$ cat config.mk
export PLATFORM = sky130hd
export DESIGN_NAME = next_fit_chunk_allocator_top
export DESIGN_NICKNAME = d
export VERILOG_FILES = /design/src/rtl/core/nfca_pkg.sv /design/src/rtl/core/next_fit_chunk_allocator_top.sv
export SDC_FILE = /design/constraint.sdc
export NUM_CORES = 2
export LEC_CHECK = 0
export BUFFER_PORTS_ARGS = -buffer_cell sky130_fd_sc_hd__buf_2
export CAP_MARGIN = 25
export CORE_MARGIN = 2
export CORE_UTILIZATION = 55
export CTS_BUF_LIST = sky130_fd_sc_hd__clkbuf_8
export CTS_CLUSTER_SIZE = 40
export DETAILED_ROUTE_END_ITERATION = 12
export PLACE_DENSITY = 0.74
export SYNTH_ARGS = -nofsm -noshare
export SYNTH_HDL_FRONTEND = slang
export SYNTH_SLANG_ARGS = --single-unit
$ cat constraint.sdc
create_clock -name clk_i -period 9.97 [get_ports clk_i]
set_clock_uncertainty 0.15 [all_clocks]
set_input_delay 0.997 -clock clk_i [delete_from_list [all_inputs] [get_ports clk_i]]
set_output_delay 0.997 -clock clk_i [all_outputs]
set_load 0.02 [all_outputs]
$ cat src/rtl/core/nfca_pkg.sv
// Package for the next-fit chunk allocator: state and status codes, field widths.
// No dependencies; imported by next_fit_chunk_allocator_top.
package nfca_pkg;

  // Fixed field widths
  localparam int unsigned ReqW   = 32;
  localparam int unsigned CbW    = 17;
  localparam int unsigned IdxW   = 8;
  localparam int unsigned LenW   = 9;
  localparam int unsigned DivCntW = 5;

  // Operation codes on func
  localparam logic FN_ALLOC = 1'b0;
  localparam logic FN_FREE  = 1'b1;

  localparam logic [CbW-1:0] CB_RESET = 17'd64;

  typedef enum logic [1:0] {
    ST_ALLOC   = 2'd0,
    ST_FREED   = 2'd1,
    ST_NOSPACE = 2'd2,
    ST_BADFREE = 2'd3
  } status_e;

  typedef enum logic [3:0] {
    S_CLEAR,
    S_IDLE,
    S_DIV,
    S_SIZE,
    S_CAND,
    S_HEAD,
    S_SCAN,
    S_FREE_RD,
    S_FREE,
    S_DONE
  } state_e;

endpackage

$ cat src/rtl/core/next_fit_chunk_allocator_top.sv
// Next-fit chunk allocator: run-length table memory, size divider and search sequencer.
// Depends on nfca_pkg.
//
// Channel  Dir  Handshake                 Payload
// in       in   in_valid_i / in_stall_o   func_i, request_bytes_i, release_index_i
// out      out  out_valid_o / out_stall_i status, head_index, run_length, counts
// cfg      in   cfg_valid_i / cfg_ready_o cfg_chunk_bytes_i
//
// Allocate: a bit-serial divider turns bytes into chunks, a sizing step rounds up, then
// each visited candidate reads its head, then one entry per extra chunk (one table read per cycle),
// and the result goes to the output register. Free: a read-modify-write of the table memory.
// After reset a clearing pass zeroes the table; no item is taken.
// A stalled result waits in the output register while the next item is accepted.
module next_fit_chunk_allocator_top #(
  parameter int unsigned NUM_CHUNKS = 256
) (
  input  logic                        clk_i,
  input  logic                        rst_ni,
  input  logic                        cfg_valid_i,
  output logic                        cfg_ready_o,
  input  logic [nfca_pkg::CbW-1:0]    cfg_chunk_bytes_i,
  input  logic                        in_valid_i,
  output logic                        in_stall_o,
  input  logic                        func_i,
  input  logic [nfca_pkg::ReqW-1:0]   request_bytes_i,
  input  logic [nfca_pkg::IdxW-1:0]   release_index_i,
  output logic                        out_valid_o,
  input  logic                        out_stall_i,
  output logic [1:0]                  status_o,
  output logic [nfca_pkg::IdxW-1:0]   head_index_o,
  output logic [nfca_pkg::LenW-1:0]   run_length_o,
  output logic [nfca_pkg::LenW-1:0]   chunks_in_use_o,
  output logic [nfca_pkg::LenW-1:0]   live_objects_o
);
  import nfca_pkg::*;

  localparam int unsigned AW = (NUM_CHUNKS > 1) ? $clog2(NUM_CHUNKS) : 1;
  localparam int unsigned LW = $clog2(NUM_CHUNKS + 1);
  localparam logic [LW-1:0] NumL    = LW'(NUM_CHUNKS);
  localparam logic [LW:0]   NumL1   = (LW+1)'(NUM_CHUNKS);
  localparam logic [AW-1:0] LastA   = AW'(NUM_CHUNKS - 1);
  localparam logic [32:0]   Num33   = 33'(NUM_CHUNKS);
  localparam logic [31:0]   Num32   = 32'(NUM_CHUNKS);

  // Table memory
  logic [LW-1:0] mem [NUM_CHUNKS];
  logic          mem_we;
  logic [AW-1:0] mem_wa, mem_ra;
  logic [LW-1:0] mem_wd, rd_q;

  always_ff @(posedge clk_i) begin
    if (mem_we) begin
      mem[mem_wa] <= mem_wd;
    end
    rd_q <= mem[mem_ra];
  end

  state_e state_q, state_d;
  logic [CbW-1:0]     cb_q, cb_d;
  logic [ReqW-1:0]    dq_q, dq_d;
  logic [CbW-1:0]     rem_q, rem_d;
  logic [DivCntW-1:0] cnt_q, cnt_d;
  logic [LW-1:0]      need_q, need_d;
  logic [IdxW-1:0]    idx_q, idx_d;
  logic [AW-1:0]      cur_q, cur_d, c_q, c_d, j_q, j_d, clr_q, clr_d;
  logic [LW-1:0]      i_q, i_d, used_q, used_d, obj_q, obj_d;
  status_e            rs_st_q, rs_st_d;
  logic [IdxW-1:0]    rs_head_q, rs_head_d;
  logic [LenW-1:0]    rs_len_q, rs_len_d;
  logic               out_valid_q, out_valid_d;
  status_e            out_st_q, out_st_d;
  logic [IdxW-1:0]    out_head_q, out_head_d;
  logic [LenW-1:0]    out_len_q, out_len_d, out_used_q, out_used_d, out_obj_q, out_obj_d;

  // Combinational helpers
  logic [CbW-1:0]  divisor;
  logic [CbW:0]    trial;
  logic [32:0]     need33;
  logic [LW:0]     room, sum;
  logic [LW-1:0]   skip;
  logic [31:0]     c32, need32, idx32, used32, obj32;
  logic            load_out;

  assign divisor   = (cb_q == '0) ? CbW'(1) : cb_q;
  assign trial     = {rem_q, dq_q[ReqW-1]} - {1'b0, divisor};
  assign c32       = 32'(c_q);
  assign need32    = 32'(need_q);
  assign idx32     = 32'(idx_q);
  assign room      = NumL1 - (LW+1)'(c_q);
  assign in_stall_o  = (state_q != S_IDLE);
  assign cfg_ready_o = 1'b1;

  // Next state, table access and bookkeeping
  always_comb begin
    state_d = state_q;
    cb_d = cb_q; dq_d = dq_q; rem_d = rem_q; cnt_d = cnt_q; need_d = need_q;
    idx_d = idx_q; cur_d = cur_q; c_d = c_q; j_d = j_q; clr_d = clr_q;
    i_d = i_q; used_d = used_q; obj_d = obj_q;
    rs_st_d = rs_st_q; rs_head_d = rs_head_q; rs_len_d = rs_len_q;
    mem_we = 1'b0; mem_wa = c_q; mem_wd = '0; mem_ra = c_q;
    need33 = '0; skip = '0; sum = '0;
    used32 = '0; obj32 = '0;
    load_out = 1'b0;

    if (cfg_valid_i) begin
      cb_d = cfg_chunk_bytes_i;
    end

    case (state_q)
      S_CLEAR: begin
        mem_we = 1'b1;
        mem_wa = clr_q;
        clr_d  = clr_q + AW'(1);
        if (clr_q == LastA) state_d = S_IDLE;
      end
      S_IDLE: begin
        if (in_valid_i) begin
          idx_d = release_index_i;
          dq_d  = request_bytes_i;
          rem_d = '0;
          cnt_d = '0;
          state_d = (func_i == FN_FREE) ? S_FREE_RD : S_DIV;
        end
      end
      // One quotient bit per cycle
      S_DIV: begin
        if (!trial[CbW]) begin
          rem_d = trial[CbW-1:0];
          dq_d  = {dq_q[ReqW-2:0], 1'b1};
        end else begin
          rem_d = {rem_q[CbW-2:0], dq_q[ReqW-1]};
          dq_d  = {dq_q[ReqW-2:0], 1'b0};
        end
        cnt_d = cnt_q + DivCntW'(1);
        if (cnt_q == '1) state_d = S_SIZE;
      end
      // Round up, take one chunk minimum, reject oversize
      S_SIZE: begin
        need33 = {1'b0, dq_q} + 33'(rem_q != '0);
        if (need33 == '0) need33 = 33'd1;
        if (need33 > Num33) begin
          rs_st_d = ST_NOSPACE; rs_head_d = '0; rs_len_d = '0;
          state_d = S_DONE;
        end else begin
          need_d = need33[LW-1:0];
          c_d = cur_q;
          i_d = '0;
          state_d = S_CAND;
        end
      end
      S_CAND: begin
        if (i_q == NumL) begin
          rs_st_d = ST_NOSPACE; rs_head_d = '0; rs_len_d = '0;
          state_d = S_DONE;
        end else begin
          mem_ra = c_q;
          state_d = S_HEAD;
        end
      end
      // Head entry is in rd_q
      S_HEAD: begin
        if (room >= {1'b0, need_q} && rd_q == '0) begin
          if (need_q == LW'(1)) begin
            mem_we = 1'b1; mem_wa = c_q; mem_wd = need_q;
            cur_d = c_q; used_d = used_q + need_q; obj_d = obj_q + LW'(1);
            rs_st_d = ST_ALLOC; rs_head_d = c32[IdxW-1:0]; rs_len_d = need32[LenW-1:0];
            state_d = S_DONE;
          end else begin
            j_d = AW'(1);
            mem_ra = c_q + AW'(1);
            state_d = S_SCAN;
          end
        end else begin
          skip = (rd_q == '0) ? LW'(1) : rd_q;
          sum  = (LW+1)'(c_q) + (LW+1)'(skip);
          if (sum >= NumL1) sum = sum - NumL1;
          c_d = sum[AW-1:0];
          i_d = i_q + LW'(1);
          state_d = S_CAND;
        end
      end
      // Entry c+j is in rd_q
      S_SCAN: begin
        if (rd_q != '0) begin
          sum = (LW+1)'(c_q) + (LW+1)'(1);
          if (sum >= NumL1) sum = sum - NumL1;
          c_d = sum[AW-1:0];
          i_d = i_q + LW'(1);
          state_d = S_CAND;
        end else if ((LW'(j_q) + LW'(1)) == need_q) begin
          mem_we = 1'b1; mem_wa = c_q; mem_wd = need_q;
          cur_d = c_q; used_d = used_q + need_q; obj_d = obj_q + LW'(1);
          rs_st_d = ST_ALLOC; rs_head_d = c32[IdxW-1:0]; rs_len_d = need32[LenW-1:0];
          state_d = S_DONE;
        end else begin
          j_d = j_q + AW'(1);
          mem_ra = c_q + j_q + AW'(1);
        end
      end
      S_FREE_RD: begin
        if (idx32 >= Num32) begin
          rs_st_d = ST_BADFREE; rs_head_d = idx_q; rs_len_d = '0;
          state_d = S_DONE;
        end else begin
          mem_ra = idx32[AW-1:0];
          state_d = S_FREE;
        end
      end
      // Release the head's run
      S_FREE: begin
        if (rd_q == '0) begin
          rs_st_d = ST_BADFREE; rs_head_d = idx_q; rs_len_d = '0;
        end else begin
          mem_we = 1'b1; mem_wa = idx32[AW-1:0]; mem_wd = '0;
          used_d = (used_q >= rd_q) ? used_q - rd_q : '0;
          obj_d  = (obj_q != '0) ? obj_q - LW'(1) : '0;
          used32 = 32'(rd_q);
          rs_st_d = ST_FREED; rs_head_d = idx_q; rs_len_d = used32[LenW-1:0];
        end
        state_d = S_DONE;
      end
      // Hand the result to the output register once it is free
      S_DONE: begin
        if (!out_valid_q || !out_stall_i) begin
          load_out = 1'b1;
          state_d = S_IDLE;
        end
      end
      default: state_d = S_IDLE;
    endcase

    used32 = 32'(used_q);
    obj32  = 32'(obj_q);
    out_valid_d = out_valid_q && out_stall_i;
    out_st_d = out_st_q; out_head_d = out_head_q; out_len_d = out_len_q;
    out_used_d = out_used_q; out_obj_d = out_obj_q;
    if (load_out) begin
      out_valid_d = 1'b1;
      out_st_d = rs_st_q; out_head_d = rs_head_q; out_len_d = rs_len_q;
      out_used_d = used32[LenW-1:0]; out_obj_d = obj32[LenW-1:0];
    end
  end

  // Control registers
  always_ff @(posedge clk_i or negedge rst_ni) begin
    if (!rst_ni) begin
      state_q <= S_CLEAR;
      cb_q <= CB_RESET;
      cur_q <= '0;
      used_q <= '0;
      obj_q <= '0;
      clr_q <= '0;
      cnt_q <= '0;
      out_valid_q <= 1'b0;
    end else begin
      state_q <= state_d;
      cb_q <= cb_d;
      cur_q <= cur_d;
      used_q <= used_d;
      obj_q <= obj_d;
      clr_q <= clr_d;
      cnt_q <= cnt_d;
      out_valid_q <= out_valid_d;
    end
  end

  // Payload registers
  always_ff @(posedge clk_i) begin
    dq_q <= dq_d; rem_q <= rem_d; need_q <= need_d; idx_q <= idx_d;
    c_q <= c_d; j_q <= j_d; i_q <= i_d;
    rs_st_q <= rs_st_d; rs_head_q <= rs_head_d; rs_len_q <= rs_len_d;
    out_st_q <= out_st_d; out_head_q <= out_head_d; out_len_q <= out_len_d;
    out_used_q <= out_used_d; out_obj_q <= out_obj_d;
  end

  assign out_valid_o     = out_valid_q;
  assign status_o        = out_st_q;
  assign head_index_o    = out_head_q;
  assign run_length_o    = out_len_q;
  assign chunks_in_use_o = out_used_q;
  assign live_objects_o  = out_obj_q;

  // Checks
  a_used_bound: assert property (@(posedge clk_i) disable iff (!rst_ni)
    used_q <= NumL) else $error("chunks in use exceed pool");
  a_obj_le_used: assert property (@(posedge clk_i) disable iff (!rst_ni)
    obj_q <= used_q) else $error("more objects than used chunks");
  a_clear_stall: assert property (@(posedge clk_i) disable iff (!rst_ni)
    state_q == S_CLEAR |-> in_stall_o) else $error("item taken during clearing");
  a_done_load: assert property (@(posedge clk_i) disable iff (!rst_ni)
    state_q == S_DONE && !out_valid_q |=> out_valid_q && state_q == S_IDLE)
    else $error("result not loaded");

endmodule

# Word level (Yosys, flattened, before mapping)
# Memories as Yosys holds them, arrays and structs flattened. A register that Yosys moved wholly into a read port is not among the register bits.
# Index checks and enable logic that the tools add are counted.
[totals] ff_bits=208 mem_bits_rw=2304 input_bits=63 output_inout_bits=40 word_cells=214 n_memories=1
[mem_list] name="mem" depth=256 word_bits=9 rd=1 rd_ports_with_merged_regs=1 wr=1 line="next_fit_chunk_allocator_top.sv:46" rtl="logic [LW-1:0] mem [NUM_CHUNKS];"
[classes] n_addsub=19 n_lt_le_gt_ge=6 n_eq_ne=33 mux=105 bitwise=1 reduce_logical=26
[ops] cell="2-to-1 mux 9 bit" n=28
[ops] cell="2-to-1 mux 8 bit" n=22
[ops] cell="one-hot mux 9 bit (3 select lines)" n=3
[ops] cell="2-to-1 mux 33 bit" n=2
[ops] cell="one-hot mux 32 bit (2 select lines)" n=1
[ops] cell="one-hot mux 9 bit (6 select lines)" n=1
[ops] cell="2-to-1 mux 17 bit" n=3
[ops] cell="one-hot mux 8 bit (2 select lines)" n=3
[ops] cell="one-hot mux 8 bit (3 select lines)" n=2
[ops] cell="one-hot mux 8 bit (6 select lines)" n=1
[ops] cell="2-to-1 mux 4 bit" n=10
[ops] cell="one-hot mux 4 bit (10 select lines)" n=1
[ops] cell="inequality test 2 bit, second input constant" n=17
[ops] cell="one-hot mux 17 bit (2 select lines)" n=1
[ops] cell="adder 32 x 1 -> 33 bit" n=1
[ops] cell="greater-than comparator 33 x 9 -> 1 bit, second input constant" n=1
[ops] cell="logical NOT 33 bit" n=1
[ops] cell="adder 8 x 1 -> 8 bit, second input constant" n=4
[ops] cell="2-to-1 mux 32 bit" n=1
[ops] cell="adder 8 x 1 -> 9 bit, second input constant" n=2
[ops] cell="adder 9 x 1 -> 9 bit, second input constant" n=2
[ops] cell="one-hot mux 9 bit (2 select lines)" n=1
[ops] cell="nonzero test 9 bit" n=2
[ops] cell="subtractor 18 x 17 -> 18 bit" n=1
[ops] cell="47 further kinds" n=79

# Logic depth before layout (Yosys ltp)
[logic_depth] ltp_word=8 depth_mapped=26 mapped_depth_nobuf=19

# Least setup slack after synthesis
# Ideal clock, no wire load.
[synth_timing] kind="register to register" from="reg c_q[2]" to="mem mem[0][0] (netlist bit) (data pin)" setup_ps=1450 arrival_ps=9064 t_required_ps=8370 setup_slack_ps=-694 stages_incl_launch_ff=17 path_buffers=3 period_less_slack_ps=10664 cell_sequence="edfxtp_1 > buf_1 > nor3_1 > nor3b_1 > xnor2_1 > ha_1 > o21ai_0 > nor3_1 > a2111oi_2 > or2_2 > clkbuf_1 > nor2_1 > nand2_1 > inv_1 > nor2_1 > clkbuf_1 > nor2b_1"
[synth_between] elab_chain_cells=5
[synth_lines] item="start, declared" line="next_fit_chunk_allocator_top.sv:65" rtl="logic [AW-1:0] cur_q, cur_d, c_q, c_d, j_q, j_d, clr_q, clr_d;"
[synth_lines] item="start signal, assigned" line="next_fit_chunk_allocator_top.sv:270" rtl="c_q <= c_d; j_q <= j_d; i_q <= i_d;"
[synth_lines] item="subtractor 9 x 8 -> 10 bit" line="next_fit_chunk_allocator_top.sv:89" rtl="assign room = NumL1 - (LW+1)'(c_q);"
[synth_lines] item=">= comparator 10 x 9 -> 1 bit" line="next_fit_chunk_allocator_top.sv:162" rtl="if (room >= {1'b0, need_q} && rd_q == '0) begin"
[synth_lines] item="logical AND 1 bit" line="next_fit_chunk_allocator_top.sv:162"
[synth_lines] item="2-to-1 mux 9 bit" line="next_fit_chunk_allocator_top.sv:162"
[synth_lines] item="one-hot mux 9 bit (2 select lines)" line="next_fit_chunk_allocator_top.sv:109" rtl="case (state_q)"
[synth_lines] item="named net mem_wd[0]" line="next_fit_chunk_allocator_top.sv:49" rtl="logic [LW-1:0] mem_wd, rd_q;"
[synth_lines] item="end, declared" line="next_fit_chunk_allocator_top.sv:46"
# The timed path passes the listed nets, and every way through them passes these cells.

# Worst setup path after layout
[layout_timing] from="reg c_q[2]" to="reg rd_q[2], read port of mem"
[layout_between] elab_chain_cells=5 elab_cells_between_ends=12 classes_between="add/sub: 4; order compare: 1; mux: 6; reduce/logical: 1"
[layout_lines] item="adder 8 bit or subtractor 9 x 8 -> 10 bit (tied branches)" line="next_fit_chunk_allocator_top.sv:197, next_fit_chunk_allocator_top.sv:89"
[layout_lines] item="adder 8 x 1 -> 8 bit or >= comparator 10 x 9 -> 1 bit (tied branches)" line="next_fit_chunk_allocator_top.sv:197, next_fit_chunk_allocator_top.sv:162"
[layout_lines] item="2-to-1 mux 8 bit or logical AND 1 bit (tied branches)" line="next_fit_chunk_allocator_top.sv:190, next_fit_chunk_allocator_top.sv:162"
[layout_lines] item="2-to-1 mux 8 bit, on equally long branches" line="next_fit_chunk_allocator_top.sv:184, next_fit_chunk_allocator_top.sv:162"
[layout_lines] item="one-hot mux 8 bit (3 select lines) (*)" line="next_fit_chunk_allocator_top.sv:109"
[layout_lines] item="end, declared" line="next_fit_chunk_allocator_top.sv:49"
# Every way passes the cells marked *; elsewhere a longest branch is shown, timed or not.
# A chain may end at the register's enable or synchronous reset.

==> results.md <==
* Initial antenna violation count at 3
* Largest delay share family, worst path: compound AO/OA/AOI/OAI gates
* Initial core utilization at approximately 56%
* R2r startpoint: c_q[2]
* Post-Route Setup TNS at 0 ns
* Critical R2R Capture: rd_q[2]
* Syn nets at between 6000 and 7000
* Hold Path Class: input pin to flip-flop
* Hold path start: request_bytes_i[19]
* Hold Vio Cnt, Final at 0
* Number of synthesized flops with an enable pin at 2451
* CP max stage delay at ~0.89 ns
* Crit share post-route at 74.9%
* Unrepaired setup endpoints after global routing: false
* Sequential share of the synthesized area at ~73%
* Worst-case reg-to-reg path depth at 17
* Area of the die at between 150000 and 200000 µm²
* CP arrival at slightly above 8 ns
* Worst-path clk slew at approximately 0.06 ns
* Final Max Tran Viols at 0
* Longest Clk Path Bufs at 4
* First-pass GRT wire length at 385000 µm
* Maximum vdd drop at 0.256 mV
* Avg Inst Size Synth at between 15 and 20 µm²
* Pwr dens at between 200 and 300 nW/µm²
* Warnings from Yosys at 0
* Setup crit end kind: flip-flop
* Drt total wl at around 260000 µm
* Worst-skew pair later-pin latency at about 1.1 ns
* Row count at between 150 and 200
* Largest net degree at the start of global routing at 190
* Layout area overhead at 10.9%
* Via density at between 6 and 7
* Slew @ Worst Pin at approximately 1.5 ns
* Placeable core area at approximately 190000 µm²
* GP Congestion at 0.934
* Reg-to-reg slack, setup at between 2 and 3 ns
* Buffers on Ports at about 100
* CTS root buf: clkbuf_8
* Hold endpoint: dq_q[19]
* GRT overflow at 0
* Via Count at between 60000 and 70000
* Final ANT Viol Nets at 0
* Pleak at 35.6 nW
* Total track usage at 26.8%
* Cell area after synthesis at between 100000 and 150000 µm²
* # H-tree levels at 5
* Yosys cell types at around 90
* Share of layout cells above drive strength 1 at between 10% and 20%
* Die width at ~440 µm
* Startpoint types: flip-flop
* Rel. slew slack at around 1.4%
* I/O pin cnt at between 100 and 150
* Post-DP HPWL at roughly 150000 µm
* Critical path class: flip-flop to flip-flop
* #FFs+latches synth at 2521
* Worst path cell trace: nor3_1 -> nor3b_1 -> xnor2_1 -> ha_1 -> a2111oi_0 -> o21ai_0 -> a2111oi_2 -> or2_2 -> nor3_1 -> o2111ai_4 -> buf_12 -> mux4_2 -> a22oi_1 -> nand4_1 -> a22oi_1 -> nand3_1 -> nand4b_1
* Post-Syn Instances at ~6800
* Final number of setup-violating endpoints at 0
* DR WL/cell at 26.2 µm
* Most common cell after layout, fill and taps aside: edfxtp_1
* Number of global-route vias before repair at between 60000 and 70000
* Inst Count DP at ~9100
* Num CTS Buffers at about 410
* TritonCTS clock tree: yes
* DR pass1 iterations at 9
* Fin cells at 9902
* # nets final at approximately 7300
* Die height at approximately 440 µm
* Most used DFF post-synth: edfxtp_1
* Critical path peak fanout at between 90 and 100
* Crit path time final at about 7.5 ns
* Fmax at around 0.13 GHz
* DRT iter0 DRCs at a little under 9000
* WP data required at 10.79 ns
* MaxCap Viol Count at 0
* CP Buf/Inv Count at 1
* Commonest non-fill, non-tap cells in the layout: edfxtp_1, nand2_1, clkbuf_8
* Hold Crit Depth at 3
* Clock Sink Count at 2521
* Status: completed
* Critical path's slowest cell: o2111ai_4
* Remaining DRCs at 0
* Ys async rst share at 2.42%
-- repair_timing --
item / 4_1_cts / 5_1_grt
endpoints found under the hold margin: 110 / 0
resized for setup: 0 / 0
buffers inserted: 0 / 0
hold buffers: 51 / 0
-- sequential cells by signal, summed over array words and instances (netlist names), 4 cells and up --
name             count
idx_q                8
cb_q                17
rs_head_q            8
cnt_q                5
chunks_in_use_o      9
rem_q               17
rs_len_q             9
mem               2304
live_objects_o       9
state_q              4
c_q                  8
head_index_o         8
need_q               9
j_q                  8
dq_q                32
used_q               9
obj_q                9
i_q                  9
rd_q                 9
run_length_o         9
cur_q                8
clr_q                8
-- through the flow --
stage	util (%)	power (mW)	hold WS, ns	area [µm²]	setup slack (ns)
after floorplan	-	18.2	0.250	103000	-0.335
after global placement	57.2	20.8	0.256	106000	2.59
after detailed placement	57.3	21.0	0.256	106000	2.68
after CTS	61.4	28.9	0.000119	114000	2.67
after global routing	61.5	30.1	0.0364	114000	2.06
final	61.6	29.0	0.0726	114000	2.50
-- worst register-to-register path: stages (launching register included) --
cell	delay, ns
edfxtp_1	0.65
nor3_1	0.37
nor3b_1	0.27
xnor2_1	0.16
ha_1	0.27
a2111oi_0	0.41
o21ai_0	0.20
a2111oi_2	0.52
or2_2	0.28
nor3_1	0.12
o2111ai_4	0.89
buf_12	0.48
mux4_2	0.66
a22oi_1	0.38
nand4_1	0.36
a22oi_1	0.52
nand3_1	0.37
nand4b_1	0.30
-- report_power, final --
part	leakage, nW	internal (mW)	switching, mW
logic	12.9	2.73	5.80
registers	18.5	12.1	0.397
clock network	4.17	4.08	3.92
-- cell families (layout without fill, tap and decap cells) --
| logic type | Yosys count | after routing | share of synthesized area [%] |
|---|---|---|---|
| flip-flops | 2521 | 2521 | 73.0 |
| AND/OR/NAND/NOR | 2386 | 2386 | 10.2 |
| AO/OA/AOI/OAI | 832 | 832 | 5.58 |
| buffers and inverters | 483 | 1084 | 2.03 |
| multiplexers | 447 | 447 | 7.60 |
| adder cells (fa/ha/maj) | 74 | 74 | 0.934 |
| XOR/XNOR | 72 | 72 | 0.638 |
| other | 1 | 6 | 0.00363 |
-- cells in the mapped netlist (all sizes together) (41+ instances only) --
cell type  count  area share, %
a21oi        117           0.57
a22oi        162            1.2
a311oi       115           0.99
a31oi         96           0.58
and3         143           0.87
buf          218            1.1
clkbuf       183           0.67
dfrtp         60            1.5
edfxtp      2451             71
ha            69           0.84
inv           82           0.30
mux2i        172            1.7
mux4         268            5.9
nand2       1277            4.6
nand3        356            1.7
nand4         51           0.31
nor2         365            1.3
nor4          54           0.46
o21ai        148           0.73
o22ai         41           0.25
xnor2         43           0.37
-- metal layers --
metal  GRT usage, %  vias to the layer above  wire length [µm]  share of wire [%]
li1               -                    26900                 -                  -
met1           37.3                    31200             99000                 38
met2           40.9                     3663            121000                 46
met3           6.38                      625             28700                 11
met4           11.7                        0             11200                4.3
met5              0                        -                 0                  0
-- cell type report --
type,count,area [µm²]
diodes,5,12.5
clock buffers,428,5890
clock inverters,270,1240
fillers,13200,71500
inverters,82,308
multi-input cells,3812,26000
flip-flops and latches,2521,75300
well taps,2480,3100
repair buffers,304,2500
-- worst max-delay path by stage --
stage / to / start / cells past startpoint / slack, ns
final: rd_q[2] / c_q[2] / 17 / 2.50
after global routing: rd_q[1] / c_q[2] / 18 / 2.06
after CTS: rd_q[7] / c_q[2] / 19 / 2.67
after detailed placement: rd_q[2] / c_q[2] / 17 / 2.68
after global placement: rd_q[2] / c_q[2] / 17 / 2.59
after floorplan: mem[0][1] / c_q[2] / 16 / -0.33
Note: power is estimated with default switching activity, not from simulation.
